$ cat src/hdl/rtyc_pkg.sv
// Shared types, constants and register codes for the RGB to YCbCr 4:2:0 block.
// No dependencies; every other file of the block but rtyc_stream_if imports this package.
`default_nettype none

package rtyc_pkg;

   localparam int MAX_WIDTH_DEFAULT  = 2048;
   localparam int MAX_HEIGHT_DEFAULT = 2048;

   // configuration port
   localparam int CFG_W      = 12;
   localparam int CSR_ADDR_W = 3;
   localparam int CSR_DATA_W = 32;

   localparam logic [CFG_W-1:0] WIDTH_RESET  = 12'd640;
   localparam logic [CFG_W-1:0] HEIGHT_RESET = 12'd480;

   // register select, taken from paddr[2]
   localparam logic REG_IMAGE_WIDTH  = 1'b0;
   localparam logic REG_IMAGE_HEIGHT = 1'b1;

   // color conversion, Q16 coefficients
   localparam int PROD_W = 24;
   localparam logic [15:0] Y_COEF_B    = 16'd6391;
   localparam logic [15:0] Y_COEF_G    = 16'd32909;
   localparam logic [15:0] Y_COEF_R    = 16'd16763;
   localparam logic [15:0] C_COEF_MAIN = 16'd28672;
   localparam logic [15:0] CB_COEF_G   = 16'd18996;
   localparam logic [15:0] CB_COEF_R   = 16'd9676;
   localparam logic [15:0] CR_COEF_G   = 16'd24009;
   localparam logic [15:0] CR_COEF_B   = 16'd4662;
   localparam logic [7:0]  LUMA_OFFSET   = 8'd16;
   localparam logic [7:0]  CHROMA_OFFSET = 8'd128;

   typedef struct packed {
      logic [7:0] red;
      logic [7:0] green;
      logic [7:0] blue;
   } pixel_rgb_type;

   typedef struct packed {
      logic [7:0] y;
      logic [7:0] cb;
      logic [7:0] cr;
   } pixel_ycc_type;

   // position of a pixel inside the frame, carried down the pipe
   typedef struct packed {
      logic row_odd;
      logic col_odd;
      logic frame_last;
   } pos_flags_type;

   typedef struct packed {
      logic [7:0] luma_top_left;
      logic [7:0] luma_top_right;
      logic [7:0] luma_bottom_left;
      logic [7:0] luma_bottom_right;
      logic [7:0] blue_chroma_avg;
      logic [7:0] red_chroma_avg;
      logic       frame_last;
   } block_type;

endpackage

`default_nettype wire

$ cat src/hdl/rtyc_csr.sv
// Configuration registers (image width and height) behind an APB-style port.
// Depends on rtyc_pkg; gives out the dimensions clamped to their legal range.
`default_nettype none

module rtyc_csr #(
   parameter int MAX_WIDTH  = rtyc_pkg::MAX_WIDTH_DEFAULT,
   parameter int MAX_HEIGHT = rtyc_pkg::MAX_HEIGHT_DEFAULT
) (
   input  logic                              clock,
   input  logic                              reset,
   input  logic                              psel,
   input  logic                              penable,
   input  logic                              pwrite,
   input  logic [rtyc_pkg::CSR_ADDR_W-1:0]   paddr,
   input  logic [rtyc_pkg::CSR_DATA_W-1:0]   pwdata,
   output logic [rtyc_pkg::CSR_DATA_W-1:0]   prdata,
   output logic                              pready,
   output logic [$clog2(MAX_WIDTH+1)-1:0]    width_eff,
   output logic [$clog2(MAX_HEIGHT+1)-1:0]   height_eff
);
   import rtyc_pkg::*;

   localparam int WW = $clog2(MAX_WIDTH + 1);
   localparam int HW = $clog2(MAX_HEIGHT + 1);
   localparam int WE = (WW > CFG_W) ? WW : CFG_W;
   localparam int HE = (HW > CFG_W) ? HW : CFG_W;

   logic [CFG_W-1:0] width_ff, width_in;
   logic [CFG_W-1:0] height_ff, height_in;
   logic             wr_en;
   logic             reg_sel;

   assign pready  = 1'b1;
   assign wr_en   = psel & penable & pwrite;
   assign reg_sel = paddr[CSR_ADDR_W-1];

   always_comb begin
      width_in  = width_ff;
      height_in = height_ff;
      if (wr_en) begin
         case (reg_sel)
            REG_IMAGE_WIDTH:  width_in  = pwdata[CFG_W-1:0];
            REG_IMAGE_HEIGHT: height_in = pwdata[CFG_W-1:0];
            default: ;
         endcase
      end
   end

   always_ff @(posedge clock) begin
      if (reset) begin
         width_ff  <= WIDTH_RESET;
         height_ff <= HEIGHT_RESET;
      end else begin
         width_ff  <= width_in;
         height_ff <= height_in;
      end
   end

   always_comb begin
      case (reg_sel)
         REG_IMAGE_WIDTH:  prdata = CSR_DATA_W'(width_ff);
         REG_IMAGE_HEIGHT: prdata = CSR_DATA_W'(height_ff);
         default:          prdata = '0;
      endcase
   end

   always_comb begin
      if (width_ff < CFG_W'(2)) begin
         width_eff = WW'(2);
      end else if (WE'(width_ff) > WE'(MAX_WIDTH)) begin
         width_eff = WW'(MAX_WIDTH);
      end else begin
         width_eff = WW'(width_ff);
      end
   end

   always_comb begin
      if (height_ff < CFG_W'(2)) begin
         height_eff = HW'(2);
      end else if (HE'(height_ff) > HE'(MAX_HEIGHT)) begin
         height_eff = HW'(MAX_HEIGHT);
      end else begin
         height_eff = HW'(height_ff);
      end
   end

endmodule

`default_nettype wire

$ cat config.mk
export PLATFORM = sky130hd
export DESIGN_NAME = rtyc_csr
export DESIGN_NICKNAME = d
export VERILOG_FILES = /design/src/hdl/rtyc_pkg.sv /design/src/hdl/rtyc_csr.sv
export SDC_FILE = /design/constraint.sdc
export NUM_CORES = 1
export LEC_CHECK = 0
export ABC_CLOCK_PERIOD_IN_PS = 1510
export BUFFER_PORTS_ARGS = -buffer_cell sky130_fd_sc_hd__buf_2
export CAP_MARGIN = 40
export CORE_ASPECT_RATIO = 2
export CORE_MARGIN = 3
export CORE_UTILIZATION = 30
export DETAILED_ROUTE_END_ITERATION = 12
export GPL_ROUTABILITY_DRIVEN = 0
export PLACE_DENSITY = 0.69
export SYNTH_ARGS = -nofsm -noshare
export SYNTH_HDL_FRONTEND = slang
export SYNTH_SLANG_ARGS = --single-unit
export TNS_END_PERCENT = 100
$ cat constraint.sdc
create_clock -name clock -period 1.51 [get_ports clock]
set_input_delay 0.302 -clock clock [delete_from_list [all_inputs] [get_ports clock]]
set_output_delay 0.302 -clock clock [all_outputs]
set_load 0.05 [all_outputs]
Word level (Yosys, flattened, before mapping):

Cells that the tools add are included.

* register bits: 24
* bits in latches: 0
* memory bits (writable): 0
* ROM bits: 0
* input port bits: 40
* output and inout bits: 57
* memories kept: 0

* $add $sub $neg: 0
* multipliers: 0
* divide/modulo/power cells: 0
* $lt $le $gt $ge: 4
* equal/unequal tests: 0
* shift operators: 0
* multiplexer cells: 5
* bitwise operators: 3
* reduce and logical (&&, ||, !) cells: 2

Operator list (number)
* 32-bit case mux with 2 select lines: 1
* 12-bit two-way mux: 4
* 12-bit > comparator (second input constant): 2
* 12-bit by 2-bit less-than comparator with 1-bit output (second input constant): 2
* 2-bit AND reduction: 2
* 1-bit AND: 2
* 1-bit inverter: 1

Longest topological paths before layout:

* depth after elaboration: 3
* mapped depth: 5
* mapped depth without buffers: 3

Worst setup path before layout:

Ideal clock, no wire load.

* kind: register -> output
* start point: register width_ff[11]
* end point: output port prdata[11] (netlist bit)
* arrival: 1.804 ns
* required time: 1.208 ns
* path slack: -0.596 ns
* cell stages (with the launch flop): 4
* buffers on the path: 1
* cell sequence: dfxtp_1 > clkbuf_1 > inv_1 > o21ai_0

* cells in the longest elaborated chain, start to end: 1

Ends and longest elaborated chain
* start, declared: line rtyc_csr.sv:28 `logic [CFG_W-1:0] width_ff, width_in;`
* start signal, assigned: line rtyc_csr.sv:54 `width_ff <= width_in;`
* 32-bit case mux with 2 select lines: line rtyc_csr.sv:60 `case (reg_sel)`
* end, declared: line rtyc_csr.sv:16 `output logic [rtyc_pkg::CSR_DATA_W-1:0] prdata,`

No other way between the ends. The select of a mux whose other input is x is not followed.

Worst setup path after layout:

* start point: register width_ff[5]
* end point: output port width_eff[0]

* cells in the longest elaborated chain, start to end: 3
* elaborated cells between the ends (all ways): 4
* those cells by class: order compare (2); mux (2)

Ends and longest elaborated chain
* 12-bit > comparator: line rtyc_csr.sv:70 `end else if (WE'(width_ff) > WE'(MAX_WIDTH)) begin`
* 12-bit two-way mux: line rtyc_csr.sv:70
* 12-bit two-way mux *: line rtyc_csr.sv:68 `if (width_ff < CFG_W'(2)) begin`
* end, declared: line rtyc_csr.sv:18 `output logic [$clog2(MAX_WIDTH+1)-1:0] width_eff,`

Every way passes the cells marked *; elsewhere a longest branch is shown, timed or not.

==> impl_metrics.yaml <==
synthesis:
  yosys-top-cells-area: "dfxtp_1 35%, buf_4 12%, nand2_1 10%"
  yosysTopAreaCellShare_pct: 34.78
  yosys_warnings: 0
  synth-edff-count: 0
  synthesis.area_mm2: 0.001381
  yosysSeqAreaShare_pct: 34.78
  synth_area_leader_cell: "dfxtp_1"
  ys.flop_type: "dfxtp_1"
  synth_most_common_cell: "nand2_1"
  avgSynthCellArea_um2: 7.590
  synthArstFlopShare_pct: 0
  synth_cells: 182
  ys_seq_elements: 24
  synth_common_cells: "38 x nand2_1, 24 x dfxtp_1, 22 x a21oi_1, 22 x buf_4, 18 x nor2b_1"
  netlist-cell-type-count: 22
drt:
  initialDrtViolationCount: 14
  vias: 1367
  via_per_inst: 4.587
  wire_per_inst_um: 13.15
  routed_wirelength_um: 3919
  route.detailed.drc: 0
  first_pass_iters: 5
  antenna_left: 0
timing:
  finalCritPeriodShare_pct: 113.7
  fmax_mhz: 582.5
  hold_viol: 0
  setup_ws_ps: -206.9
  slew_violations: 0
  grt_setup_unrepaired: "true"
  setup-violations-final: 4
  fin_crit_ps: 1717
  fin_skew_ps: 0
floorplan:
  io_pins: 97
  dieArea_mm2: 0.005504
  rows: 34
  start_util_pct: 31.52
  die_y_um: 102.0
  coreArea_mm2: 0.004382
  fp.dieW_um: 53.98
setup_path:
  cpPeakStageDelay_ps: 340
  crit_fanout: 2
  startpoint_type: "flip-flop"
  cp-end-kind: "primary output"
  crit_type: "reg -> out"
  cp_data_required_time_ps: 1210
  r2r_setup_slack_ps: 690
  slowest_stage: "dfxtp_2"
  r2r_start: "height_ff[7]"
  r2r_end: "height_ff[7]"
  worstPathArrival_ps: 1410
  reg2reg_depth: 3
  crit_chain: "nor4_4 -> nand3_2 -> o211a_1 -> buf_6"
layout:
  antenna_cells: 0
  syn_to_final_growth_pct: 44.93
  multi_input_area_um2: 822.0
  fillers: 434
  drive_gt1_share_pct: 47.54
  ff_latch_area_um2: 494.2
  fin_nets: 285
power:
  p_per_area_mw_per_mm2: 755.7
  power_mw: 1.513
  p_leak_nw: 0.8870
  ir_drop_uv: 461.7
hold_path:
  min_to: "height_ff[5]"
  min_path_type: "in -> reg"
  holdPathStages: 3
  hold_path.startpoint: "pwdata[5]"
global_route:
  grt_pass1_wl_um: 5954
  grt_start_max_net_pins: 30
  grt.overflow.total: 0
  grt_util_all_layers_pct: 14.71
  antenna_found_initial: 0
  grt_pass1_vias: 1221
clock_tree:
  clockBufferDepth: 2
  htree_levels: 1
  cts_buffers: 3
  clock-sinks: 24
  clkLatencyLatePin_ps: 270
  cts_setup_buffers: 0
  cts_root_buffer: "clkbuf_8"
  clk_pin_slew_worst_paths_ps: 80
  cts_tree: "built"
placed_design:
  dp_slack_ps: -145.3
  port_buffers: 53
  dp_hpwl_um: 3041
status:
  outcome: "finished, violations left"
  violations: "setup timing"
flow_run:
  cap_violations: 0
critical path, delay by kind of cell (launching register included):
kind | cells | cell delay [ps]
DFF | 1 | 340
AOI/OAI and AO/OA | 1 | 240
and+or+nand+nor | 2 | 420
buffers and inverters | 1 | 150
per-layer routing:
metal	global-route usage (%)	vias up	part of all wire (%)	wire length, um
li1	-	679	-	-
met1	15.97	617	35	1356
met2	27.01	64	56	2194
met3	1.314	7	6.8	265
met4	7.102	0	2.6	102
met5	0	-	0	0
power breakdown:
part           total [mW]  internal, mW  switching [mW]
Clock               0.439         0.233           0.206
Combinational       0.412         0.109           0.303
Sequential          0.661         0.647          0.0143
stage by stage:
stage	cell area, um2	utilization, %	hold WS (ps)	setup TNS [ps]	instances
2_1_floorplan	1481	-	429.2	-379.4	201
3_3_place_gp	1767	40.32	457.3	-318.0	295
3_5_place_dp	1767	40.32	464.6	-377.5	295
4_1_cts	1892	43.18	270.8	-747.7	298
5_1_grt	2002	45.69	278.5	-933.2	298
6_report	2002	45.69	265.3	-648.9	298
cells by family (layout without fill, tap and decap cells):
| family | after synthesis | count (layout) | share of synthesized area [%] |
|---|---|---|---|
| AND/OR/NAND/NOR | 84 | 84 | 29.62 |
| buffers and inverters | 37 | 80 | 17.48 |
| AO/OA/AOI/OAI | 25 | 25 | 9.421 |
| flip-flops | 24 | 24 | 34.78 |
| multiplexers | 10 | 10 | 8.152 |
| other | 2 | 21 | 0.5437 |
worst max-delay path by stage:
stage            startpoint           end  cells after the start
2_1_floorplan  width_ff[11]    prdata[11]                      3
3_3_place_gp    width_ff[5]  width_eff[0]                      5
3_5_place_dp    width_ff[5]  width_eff[0]                      5
4_1_cts         width_ff[8]  width_eff[0]                      4
5_1_grt         width_ff[5]  width_eff[0]                      4
6_report        width_ff[5]  width_eff[0]                      4
placed cells by master (no fill, tap or decap), drive strengths merged, types with 2 or more instances in the layout:
cell type / count
o21ai: 2
nor3: 11
nor2: 7
nand3: 2
buf: 69
conb: 21
mux2: 10
nor4: 3
nor2b: 18
a21oi: 22
clkbuf: 8
dfxtp: 24
inv: 3
nand2: 38
state kept, by name, indices dropped and copies added (netlist names):
signal	count
width_ff	12
height_ff	12
final cells by class:
cell class / count / share of cell area (%)
repair buffers: 73 / 27.56
flip-flops and latches: 24 / 24.69
multi-input cells: 140 / 41.06
clock buffers: 4 / 2.750
inverters: 3 / 0.5625
well taps: 54 / 3.375
what timing repair did:
item / 4_1_cts / 5_1_grt
pin swaps: 8 / 6
endpoints found under the setup margin: 14 / 30
resized for setup: 21 / 46
gates cloned: 0 / 0
hold buffers: 0 / 0
Note: power is estimated with default switching activity, not from simulation.
