## src/hdl/rtyc_pkg.sv

```systemverilog
// Shared types, constants and register codes for the RGB to YCbCr 4:2:0 block.
// No dependencies; every other file of the block but rtyc_stream_if imports this package.
`default_nettype none

package rtyc_pkg;

   localparam int MAX_WIDTH_DEFAULT  = 2048;
   localparam int MAX_HEIGHT_DEFAULT = 2048;

   // configuration port
   localparam int CFG_W      = 12;
   localparam int CSR_ADDR_W = 3;
   localparam int CSR_DATA_W = 32;

   localparam logic [CFG_W-1:0] WIDTH_RESET  = 12'd640;
   localparam logic [CFG_W-1:0] HEIGHT_RESET = 12'd480;

   // register select, taken from paddr[2]
   localparam logic REG_IMAGE_WIDTH  = 1'b0;
   localparam logic REG_IMAGE_HEIGHT = 1'b1;

   // color conversion, Q16 coefficients
   localparam int PROD_W = 24;
   localparam logic [15:0] Y_COEF_B    = 16'd6391;
   localparam logic [15:0] Y_COEF_G    = 16'd32909;
   localparam logic [15:0] Y_COEF_R    = 16'd16763;
   localparam logic [15:0] C_COEF_MAIN = 16'd28672;
   localparam logic [15:0] CB_COEF_G   = 16'd18996;
   localparam logic [15:0] CB_COEF_R   = 16'd9676;
   localparam logic [15:0] CR_COEF_G   = 16'd24009;
   localparam logic [15:0] CR_COEF_B   = 16'd4662;
   localparam logic [7:0]  LUMA_OFFSET   = 8'd16;
   localparam logic [7:0]  CHROMA_OFFSET = 8'd128;

   typedef struct packed {
      logic [7:0] red;
      logic [7:0] green;
      logic [7:0] blue;
   } pixel_rgb_type;

   typedef struct packed {
      logic [7:0] y;
      logic [7:0] cb;
      logic [7:0] cr;
   } pixel_ycc_type;

   // position of a pixel inside the frame, carried down the pipe
   typedef struct packed {
      logic row_odd;
      logic col_odd;
      logic frame_last;
   } pos_flags_type;

   typedef struct packed {
      logic [7:0] luma_top_left;
      logic [7:0] luma_top_right;
      logic [7:0] luma_bottom_left;
      logic [7:0] luma_bottom_right;
      logic [7:0] blue_chroma_avg;
      logic [7:0] red_chroma_avg;
      logic       frame_last;
   } block_type;

endpackage

`default_nettype wire

```

## src/hdl/rtyc_convert.sv

```systemverilog
// Two-stage RGB to YCbCr converter: constant products, then sums and offsets.
// Depends on rtyc_pkg; position flags and line address ride along each pixel.
`default_nettype none

module rtyc_convert #(
   parameter int ADDR_W = 10
) (
   input  logic                    clock,
   input  logic                    reset,
   input  logic                    in_valid,
   output logic                    in_ready,
   input  rtyc_pkg::pixel_rgb_type in_pixel,
   input  rtyc_pkg::pos_flags_type in_flags,
   input  logic [ADDR_W-1:0]       in_addr,
   output logic                    out_valid,
   input  logic                    out_ready,
   output rtyc_pkg::pixel_ycc_type out_pixel,
   output rtyc_pkg::pos_flags_type out_flags,
   output logic [ADDR_W-1:0]       out_addr
);
   import rtyc_pkg::*;

   typedef struct packed {
      logic [PROD_W-1:0] yb;
      logic [PROD_W-1:0] yg;
      logic [PROD_W-1:0] yr;
      logic [PROD_W-1:0] cbb;
      logic [PROD_W-1:0] cbg;
      logic [PROD_W-1:0] cbr;
      logic [PROD_W-1:0] crr;
      logic [PROD_W-1:0] crg;
      logic [PROD_W-1:0] crb;
   } prod_type;

   prod_type          prod_ff, prod_in;
   pos_flags_type     flags_a_ff, flags_b_ff;
   logic [ADDR_W-1:0] addr_a_ff, addr_b_ff;
   logic              va_ff, vb_ff;
   pixel_ycc_type     ycc_ff, ycc_in;
   logic [PROD_W-1:0] y_sum, cb_sum, cr_sum;
   logic              ready_b, load_a, load_b;

   assign ready_b  = !vb_ff || out_ready;
   assign in_ready = !va_ff || ready_b;
   assign load_a   = in_valid && in_ready;
   assign load_b   = va_ff && ready_b;

   always_comb begin
      prod_in.yb  = PROD_W'(in_pixel.blue)  * PROD_W'(Y_COEF_B);
      prod_in.yg  = PROD_W'(in_pixel.green) * PROD_W'(Y_COEF_G);
      prod_in.yr  = PROD_W'(in_pixel.red)   * PROD_W'(Y_COEF_R);
      prod_in.cbb = PROD_W'(in_pixel.blue)  * PROD_W'(C_COEF_MAIN);
      prod_in.cbg = PROD_W'(in_pixel.green) * PROD_W'(CB_COEF_G);
      prod_in.cbr = PROD_W'(in_pixel.red)   * PROD_W'(CB_COEF_R);
      prod_in.crr = PROD_W'(in_pixel.red)   * PROD_W'(C_COEF_MAIN);
      prod_in.crg = PROD_W'(in_pixel.green) * PROD_W'(CR_COEF_G);
      prod_in.crb = PROD_W'(in_pixel.blue)  * PROD_W'(CR_COEF_B);
   end

   // Chroma sums wrap modulo 2^24; bits 23:16 are still the floored
   // quotient by 65536, two's complement, which is all that is kept.
   always_comb begin
      y_sum  = prod_ff.yb + prod_ff.yg + prod_ff.yr;
      cb_sum = prod_ff.cbb - prod_ff.cbg - prod_ff.cbr;
      cr_sum = prod_ff.crr - prod_ff.crg - prod_ff.crb;
      ycc_in.y  = y_sum[PROD_W-1 -: 8]  + LUMA_OFFSET;
      ycc_in.cb = cb_sum[PROD_W-1 -: 8] + CHROMA_OFFSET;
      ycc_in.cr = cr_sum[PROD_W-1 -: 8] + CHROMA_OFFSET;
   end

   always_ff @(posedge clock) begin
      if (reset) begin
         va_ff <= 1'b0;
         vb_ff <= 1'b0;
      end else begin
         if (in_ready) va_ff <= in_valid;
         if (ready_b)  vb_ff <= va_ff;
      end
   end

   always_ff @(posedge clock) begin
      if (load_a) begin
         prod_ff    <= prod_in;
         flags_a_ff <= in_flags;
         addr_a_ff  <= in_addr;
      end
      if (load_b) begin
         ycc_ff     <= ycc_in;
         flags_b_ff <= flags_a_ff;
         addr_b_ff  <= addr_a_ff;
      end
   end

   assign out_valid = vb_ff;
   assign out_pixel = ycc_ff;
   assign out_flags = flags_b_ff;
   assign out_addr  = addr_b_ff;

endmodule

`default_nettype wire

```

## config.mk

```make
export PLATFORM = sky130hd
export DESIGN_NAME = rtyc_convert
export DESIGN_NICKNAME = d
export VERILOG_FILES = /design/src/hdl/rtyc_pkg.sv /design/src/hdl/rtyc_convert.sv
export SDC_FILE = /design/constraint.sdc
export NUM_CORES = 1
export LEC_CHECK = 0
export BUFFER_PORTS_ARGS = -buffer_cell sky130_fd_sc_hd__buf_4
export CORE_UTILIZATION = 60
export DETAILED_ROUTE_END_ITERATION = 16
export HOLD_SLACK_MARGIN = 0.12
export MAX_ROUTING_LAYER = met4
export PLACE_DENSITY = 0.78
export SYNTH_ARGS = -nofsm -noshare
export SYNTH_HDL_FRONTEND = slang
export SYNTH_SLANG_ARGS = --single-unit
```

## constraint.sdc

```tcl
create_clock -name clock -period 6.65 [get_ports clock]
set_clock_uncertainty 0.15 [all_clocks]
set_input_delay 0.665 -clock clock [delete_from_list [all_inputs] [get_ports clock]]
set_output_delay 0.665 -clock clock [all_outputs]
set_load 0.05 [all_outputs]
```

After elaboration in Yosys (flattened, before gate mapping)
Cells that the tools add are included.

Input port bits: 41. Flip-flop bits (word level): 226. Output and inout port bits: 39. Word-level logic and storage cells: 46.

$add $sub $neg: 9. Multiply operators: 9. Reductions and logical operators: 6.

Operators with widths (count): $sub A23 B23 Y24 (2); $mul A8 B15 Y23 const B (2); $mul A8 B13 Y21 const B (2); $mul A8 B12 Y20 const B (2); $add A21 B24 Y24 (1); $add A24 B23 Y24 (1); $mul A8 B16 Y24 const B (1); $sub A24 B21 Y24 (1); $sub A24 B22 Y24 (1); $mul A8 B3 Y11 const B (2); $add A8 B8 Y8 const B (2); $add A8 B5 Y8 const B (1); $logic_and A1 B1 Y1 (2); $logic_not A1 Y1 (2); $logic_or A1 B1 Y1 (2).

Longest topological paths before layout
Gate-level depths: netlist (run 1).

Word-level depth: 4. Gate-level depth with buffers: 19.

Least setup slack after synthesis (run 1)
No wires, ideal clock.

Path kind: input port to flip-flop. Start point: input out_ready. End point: register addr_a_ff[0] (enable). Stages: 3. Path slack: 991 ps. Data required time: 5955 ps. Data arrival time: 4964 ps. Path through: nor2b_1 nand2_1 and2_1.

Cells in the longest elaborated chain, start to end: 3.

Ends and longest elaborated chain: from (decl) (line rtyc_convert.sv:16) `input logic out_ready,`; $logic_or A1 B1 Y1 (line rtyc_convert.sv:43) `assign ready_b = !vb_ff || out_ready;`; $logic_or A1 B1 Y1 (line rtyc_convert.sv:44) `assign in_ready = !va_ff || ready_b;`; named net in_ready (line rtyc_convert.sv:11) `output logic in_ready,`; $logic_and A1 B1 Y1 (line rtyc_convert.sv:45) `assign load_a = in_valid && in_ready;`; named net load_a (line rtyc_convert.sv:41) `logic ready_b, load_a, load_b;`; to (signal assigned) (line rtyc_convert.sv:85) `addr_a_ff <= in_addr;`; to (decl) (line rtyc_convert.sv:37) `logic [ADDR_W-1:0] addr_a_ff, addr_b_ff;`.

The timed path passes the listed nets, and every way through them passes these cells. A chain may end at the register's enable or synchronous reset.

==> flow_summary_export.csv, run 1 <==
group,metric,value,unit
logic_synthesis,synth.area.mux_share,0.04894,%
critical_path,crit_slowest_cell,"fa_1",
power,ir_drop,0.3343,mV
clock_network,cts-hold-fix-buffers,0,
min_path,whs_path_depth,2,
logic_synthesis,netlist_area,0.02045,sq mm
logic_synthesis,synth_warnings,0,
cells_and_area,final_core_util,66.94,%
global_routing,gr-total-overflow,0,
power,p_leak,11.05,nW
place,dpl.hpwl,36.27,mm
route,drtIter0Drc,699,
floorplan,die_y,186.6,um
logic_synthesis,synthArstFlopShare,0,%
floorplan,initial_core_util,60.99,%
critical_path,path_max_fanout,11,
logic_synthesis,synth-seq-area-share,30.00,%
sta,hold_viol_final,0,
critical_path,crit_chain,"buf_4 > fa_1 > inv_1 > fa_1 > inv_1 > fa_1 > inv_1 > fa_1 > inv_1 > ha_1 > a21boi_0 > o21ai_0 > a21boi_1 > o21ai_0 > a21oi_1 > o21ai_1 > a211oi_1 > o311ai_1",
global_routing,grt_pass1_vias,13852,
route,drt_pre_antenna_iters,5,
clock_network,cts_sinks,205,
logic_synthesis,ys_seq_elements,205,
global_routing,grt_pass1_wl,70.90,mm
clock_network,clk_latency,520,ps
critical_path,critPathCaptureType,"register",
global_routing,use_met3,4.006,%
sta,max_freq,198.9,MHz
clock_network,clock_path_buffers,3,
logic_synthesis,syn-num-nets,2454,
sta,finalSetupTns,0,ps
route,ant_nets,0,
logic_synthesis,synth_compound_area_share,9.489,%
min_path,hp-class,"input pin to register",
logic_synthesis,synth_top_area_share,29.81,%
critical_path,cp_slowest_stage_delay,640,ps
route,vias_per_cell,5.565,
logic_synthesis,synth_top_family_by_area,"adder cells",
sta,period_minus_slack,5027,ps
cells_and_area,final_nets,2559,
floorplan,io_pins,80,
cells_and_area,syn_to_final_growth,9.746,%
global_routing,gr-max-usage-layer,"met2",
logic_synthesis,syn_inst,1839,
clock_network,cts_root_buf,"clkbuf_16",
global_routing,antenna_found_initial,0,
sta,period_share,75.59,%
critical_path,cp-start-kind,"input pin",
critical_path,cp.required,6740,ps
logic_synthesis,synth-simple-area-share,5.726,%
logic_synthesis,synth_flop_cell,"edfxtp_1",
route,routed_wl,44.06,mm
logic_synthesis,synth_common_cells,"inv_1 (413), ha_1 (392), edfxtp_1 (203), fa_1 (182), xnor2_1 (85)",
logic_synthesis,synth_edf_count,203,
global_routing,grt_start_max_net_pins,63,
floorplan,dieArea,0.03483,sq mm
route,routed-via-count,13405,
global_routing,track_usage,26.88,%
sta,finalSetupViolCount,0,
sta,rsz0062_at_grt,"false",
logic_synthesis,avgSynthCellArea,11.12,sq um
sta,finalMaxSlewViolations,0,
sta,relSlewSlack,21.44,%
logic_synthesis,ys_top_cells_by_area,"edfxtp_1 (30%), ha_1 (24%), fa_1 (18%)",
critical_path,crit_arrival,5120,ps
route,route.detailed.drc,0,
cells_and_area,layout-drive-gt1-share,6.990,%
clock_network,post_cts_buffers,0,
logic_synthesis,yosysMostFrequentCell,"inv_1",
logic_synthesis,synthAdderAreaFrac,41.85,%
logic_synthesis,synthXorXnorAreaFrac,5.267,%
clock_network,ctsHtreeMaxLevel,1,
clock_network,clkSlewWorstSetupHoldPaths,60,ps
place,gp_congestion,0.9419,
route,wl_per_cell,18.29,um
floorplan,die_x,186.6,um
global_routing,grt_util_met2,43.34,%
logic_synthesis,synth_top_area_cell,"edfxtp_1",
floorplan,row_count,67,
clock_network,cts_buffers,24,
clock_network,cts_tree,"done",
critical_path,setup.worst_path.class,"input pin to register",
power,p_per_area,424.8,mW/mm^2
global_routing,grtUsageMet1,35.13,%
critical_path,worstRegToRegCells,11,
outcome,status,"finished clean",
place,io_buffers,79,
flow_run,drv_cap,0,
floorplan,coreArea,0.03353,sq mm
sta,tightestPinTransition,1176,ps
sta,whs,159.5,ps
logic_synthesis,yosysUniqueCellTypes,70,
clock_network,post_cts_resized,0,
-- through the flow --
step	setup WS (ps)	power, W	instance area (sq um)	instances
floorplan	990.9	0.006728	20450	1839
global placement	1190	0.007910	21620	2366
detailed placement	1072	0.008095	21620	2366
CTS	1597	0.009561	22440	2408
global route	1229	0.01036	22440	2408
finish	1623	0.009535	22450	2409
-- layout make-up --
class	count	area (sq um)
diodes	1	2.502
clock buffers	30	644.4
clock inverters	12	175.2
fillers	2531	11090
inverters	413	1550
multi-input cells	1219	12770
flip-flops and latches	205	6136
well taps	448	560.5
repair buffers	81	608.1
-- power by group --
part | switching (W) | leakage [nW] | internal, W
Clock | 0.000525 | 0.391 | 0.000843
Combinational | 0.00335 | 8.67 | 0.00248
Sequential | 0.000192 | 1.99 | 0.00214
-- cells by family after synthesis --
| group | after synthesis |
|---|---|
| compound gates | 285 |
| xor+xnor | 123 |
| buf+inv | 415 |
| fa+ha+maj | 575 |
| mux | 1 |
| flops | 205 |
| simple gates | 235 |
-- layer usage --
layer	vias up	routed length, um
li1	6456	-
met1	6545	19730
met2	332	20600
met3	72	2385
met4	0	1350
met5	-	0
-- path summary, 6_finish.rpt --
kind | startpoint | endpoint | slack, ps
max reg2reg | prod_ff[159] | out_pixel[23] | 2560
max | in_pixel[5] | prod_ff[211] | 1620
min reg2reg | addr_a_ff[7] | out_addr[7] | 270
min | reset | va_ff | 160
-- critical path, delay by kind of cell --
kind            cells  cell delay (ps)
buf+inv             5              380
fa+ha+maj           5             2470
compound gates      8             1580
-- cells in the final DEF (no fill, tap or decap), types with 4 or more instances in the layout --
| cell | instances |
|---|---|
| o21a_1 | 19 |
| a21oi_1 | 78 |
| o21ai_0 | 34 |
| clkbuf_16 | 25 |
| a21o_1 | 42 |
| a21boi_1 | 6 |
| ha_1 | 392 |
| nor2b_1 | 16 |
| o21ai_1 | 14 |
| o21bai_1 | 18 |
| clkbuf_1 | 5 |
| a211oi_1 | 6 |
| edfxtp_1 | 203 |
| nand4_1 | 5 |
| nor3_1 | 30 |
| buf_4 | 81 |
| nand3_1 | 18 |
| bufinv_16 | 4 |
| o2111ai_1 | 8 |
| and3_1 | 17 |
| fa_1 | 182 |
| xor2_1 | 38 |
| xnor2_1 | 85 |
| nor2_1 | 70 |
| nand2b_1 | 10 |
| a311oi_1 | 4 |
| and2_1 | 4 |
| or3_1 | 6 |
| o211ai_1 | 13 |
| inv_1 | 413 |
| a31oi_1 | 7 |
| nand2_1 | 38 |
-- sequential cells by signal, indices dropped and copies added, names as in the netlist --
| name | cells |
|---|---|
| out_pixel | 24 |
| flags_a_ff | 3 |
| out_flags | 3 |
| va_ff | 1 |
| addr_a_ff | 10 |
| prod_ff | 153 |
| out_addr | 10 |
| out_valid | 1 |
No activity file was read; power rests on OpenSTA's default activity.
==> run 2: changes to the inputs <==
==> constraint.sdc (replaced) <==
create_clock -name clock -period 4.8 [get_ports clock]
set_clock_uncertainty 0.15 [all_clocks]
set_input_delay 0.48 -clock clock [delete_from_list [all_inputs] [get_ports clock]]
set_output_delay 0.48 -clock clock [all_outputs]
set_load 0.05 [all_outputs]
==> run 2 against run 1 <==
Effect of this change:
- non-clock buffer count rose by 156
- combinational power rose by 49%
- critical endpoint is now prod_ff[188]
- sequential power rose by 39%
- global-route usage rose by 1.2 points
- via count rose by 3.8%
- wire length rose by 3.4%
- clock-buffer cell count fell by 2
- utilization rose by 3.3 points
==> flow_summary_export.csv, run 2 (synthesis gave the netlist of run 1 again) <==
group,metric,value,unit
global_routing,grt_pass1_vias,14670,
clock_network,cts_buffers,23,
sta,rsz0062_at_grt,"false",
cells_and_area,final_nets,2714,
global_routing,grt_start_max_net_pins,88,
route,ant_nets,0,
place,dp_cells,2506,
sta,tightestPinTransition,1208,ps
clock_network,cts_tree,"done",
cells_and_area,regMostFlops,"prod_ff",
clock_network,cts_root_buf,"clkbuf_16",
sta,period_share,94.19,%
cells_and_area,largest_reg_flops,153,
route,drtIter0Drc,769,
power,p_leak,11.74,nW
global_routing,grt_pass1_wl,74.36,mm
cells_and_area,final_cell_mix,"inv_1 (413), ha_1 (392), buf_4 (220), edfxtp_1 (203), fa_1 (182)",
route,vias_per_cell,5.432,
sta,hold_viol_final,0,
clock_network,post_cts_buffers,0,
floorplan,coreArea,0.03353,sq mm
global_routing,gr-total-overflow,0,
floorplan,initial_core_util,60.99,%
route,routed_wl,45.58,mm
global_routing,grt_util_met2,45.52,%
route,drt_pre_antenna_iters,7,
route,wl_per_cell,17.80,um
sta,max_freq,221.2,MHz
place,gp_congestion,0.9370,
floorplan,die_y,186.6,um
cells_and_area,final_common_cell,"inv_1",
floorplan,io_pins,80,
floorplan,dieArea,0.03483,sq mm
sta,finalSetupViolCount,0,
critical_path,cp-start-kind,"input pin",
global_routing,grtUsageMet1,35.38,%
min_path,hp-class,"input pin to register",
power,p_per_area,576.4,mW/mm^2
outcome,status,"finished clean",
critical_path,setup.worst_path.class,"input pin to register",
clock_network,clk_latency,520,ps
floorplan,die_x,186.6,um
sta,period_minus_slack,4521,ps
route,route.detailed.drc,0,
cells_and_area,layout-drive-gt1-share,12.97,%
critical_path,cp.required,4950,ps
route,routed-via-count,13911,
place,io_buffers,79,
clock_network,ctsHtreeMaxLevel,1,
power,power,0.01358,W
global_routing,antenna_found_initial,0,
clock_network,clock_path_buffers,3,
flow_run,drv_cap,0,
critical_path,crit_arrival,4670,ps
critical_path,r2r_slack,760,ps
clock_network,clkSlewWorstSetupHoldPaths,60,ps
critical_path,critPathCaptureType,"register",
sta,relSlewSlack,19.31,%
floorplan,row_count,67,
global_routing,use_met3,5.153,%
sta,whs,194.5,ps
cells_and_area,syn_to_final_growth,15.23,%
global_routing,track_usage,28.12,%
power,ir_drop,0.4212,mV
clock_network,cts_sinks,205,
cells_and_area,final_cells,2561,
place,placed_area,0.02269,sq mm
cells_and_area,final_cell_area,0.02357,sq mm
global_routing,gr-max-usage-layer,"met2",
critical_path,path_max_fanout,7,
sta,finalMaxSlewViolations,0,
sta,finalSetupTns,0,ps
place,dpl.hpwl,37.79,mm
cells_and_area,diodes,0,
[run 2: worst paths after layout]
kind | cells past startpoint | from | to
max | 20 | in_pixel[9] | prod_ff[188]
min reg2reg | 0 | addr_a_ff[5] | out_addr[5]
min | 2 | in_pixel[8] | prod_ff[27]
max reg2reg | 12 | prod_ff[2] | out_pixel[23]
[run 2: cell type report]
cell class / instances / area [sq um]
multi-input cells: 1219 / 12780
clock buffers: 28 / 594.3
clock inverters: 11 / 111.4
flip-flops and latches: 205 / 6136
inverters: 413 / 1550
repair buffers: 237 / 1832
fillers: 2456 / 9965
well taps: 448 / 560.5
[run 2: repair_timing]
item | in CTS | in global routing
hold buffers | 16 | 0
hold endpoints to repair | 16 | 0
endpoints found under the setup margin | 0 | 6
gates resized for setup | 0 | 5
[run 2: report_power, final]
group          leakage (nW)  switching [W]  total, W  internal, W
clock network         0.331       0.000700   0.00168     0.000983
registers              1.99       0.000270   0.00324      0.00297
logic                  9.42        0.00476   0.00866      0.00390
total                  11.7        0.00573    0.0136      0.00785
[run 2: worst max-delay path, cell delays in order]
cell and delay [ps]:
dlygate4sd3_1 560, buf_4 170, buf_4 190, ha_1 280, inv_1 50, fa_1 500, inv_1 80, ha_1 160
inv_1 50, fa_1 390, nor2b_1 120, o21ai_1 90, a21boi_2 190, o21a_1 170, o21a_1 130, o21ai_1 70
a21oi_1 210, o31a_1 210, and4_1 270, xor2_1 300
[run 2: metrics by stage]
step	util [%]	setup slack, ps
2_1_floorplan	-	37.07
3_3_place_gp	67.67	-221.8
3_5_place_dp	67.67	-294.0
4_1_cts	70.25	192.4
5_1_grt	70.28	26.44
6_report	70.28	279.1
[run 2: per-layer routing]
| layer | wire length, um | vias to the layer above |
|---|---|---|
| li1 | - | 6766 |
| met2 | 21110 | 347 |
| met5 | 0 | - |
| met4 | 1863 | 0 |
| met1 | 19960 | 6715 |
| met3 | 2643 | 83 |
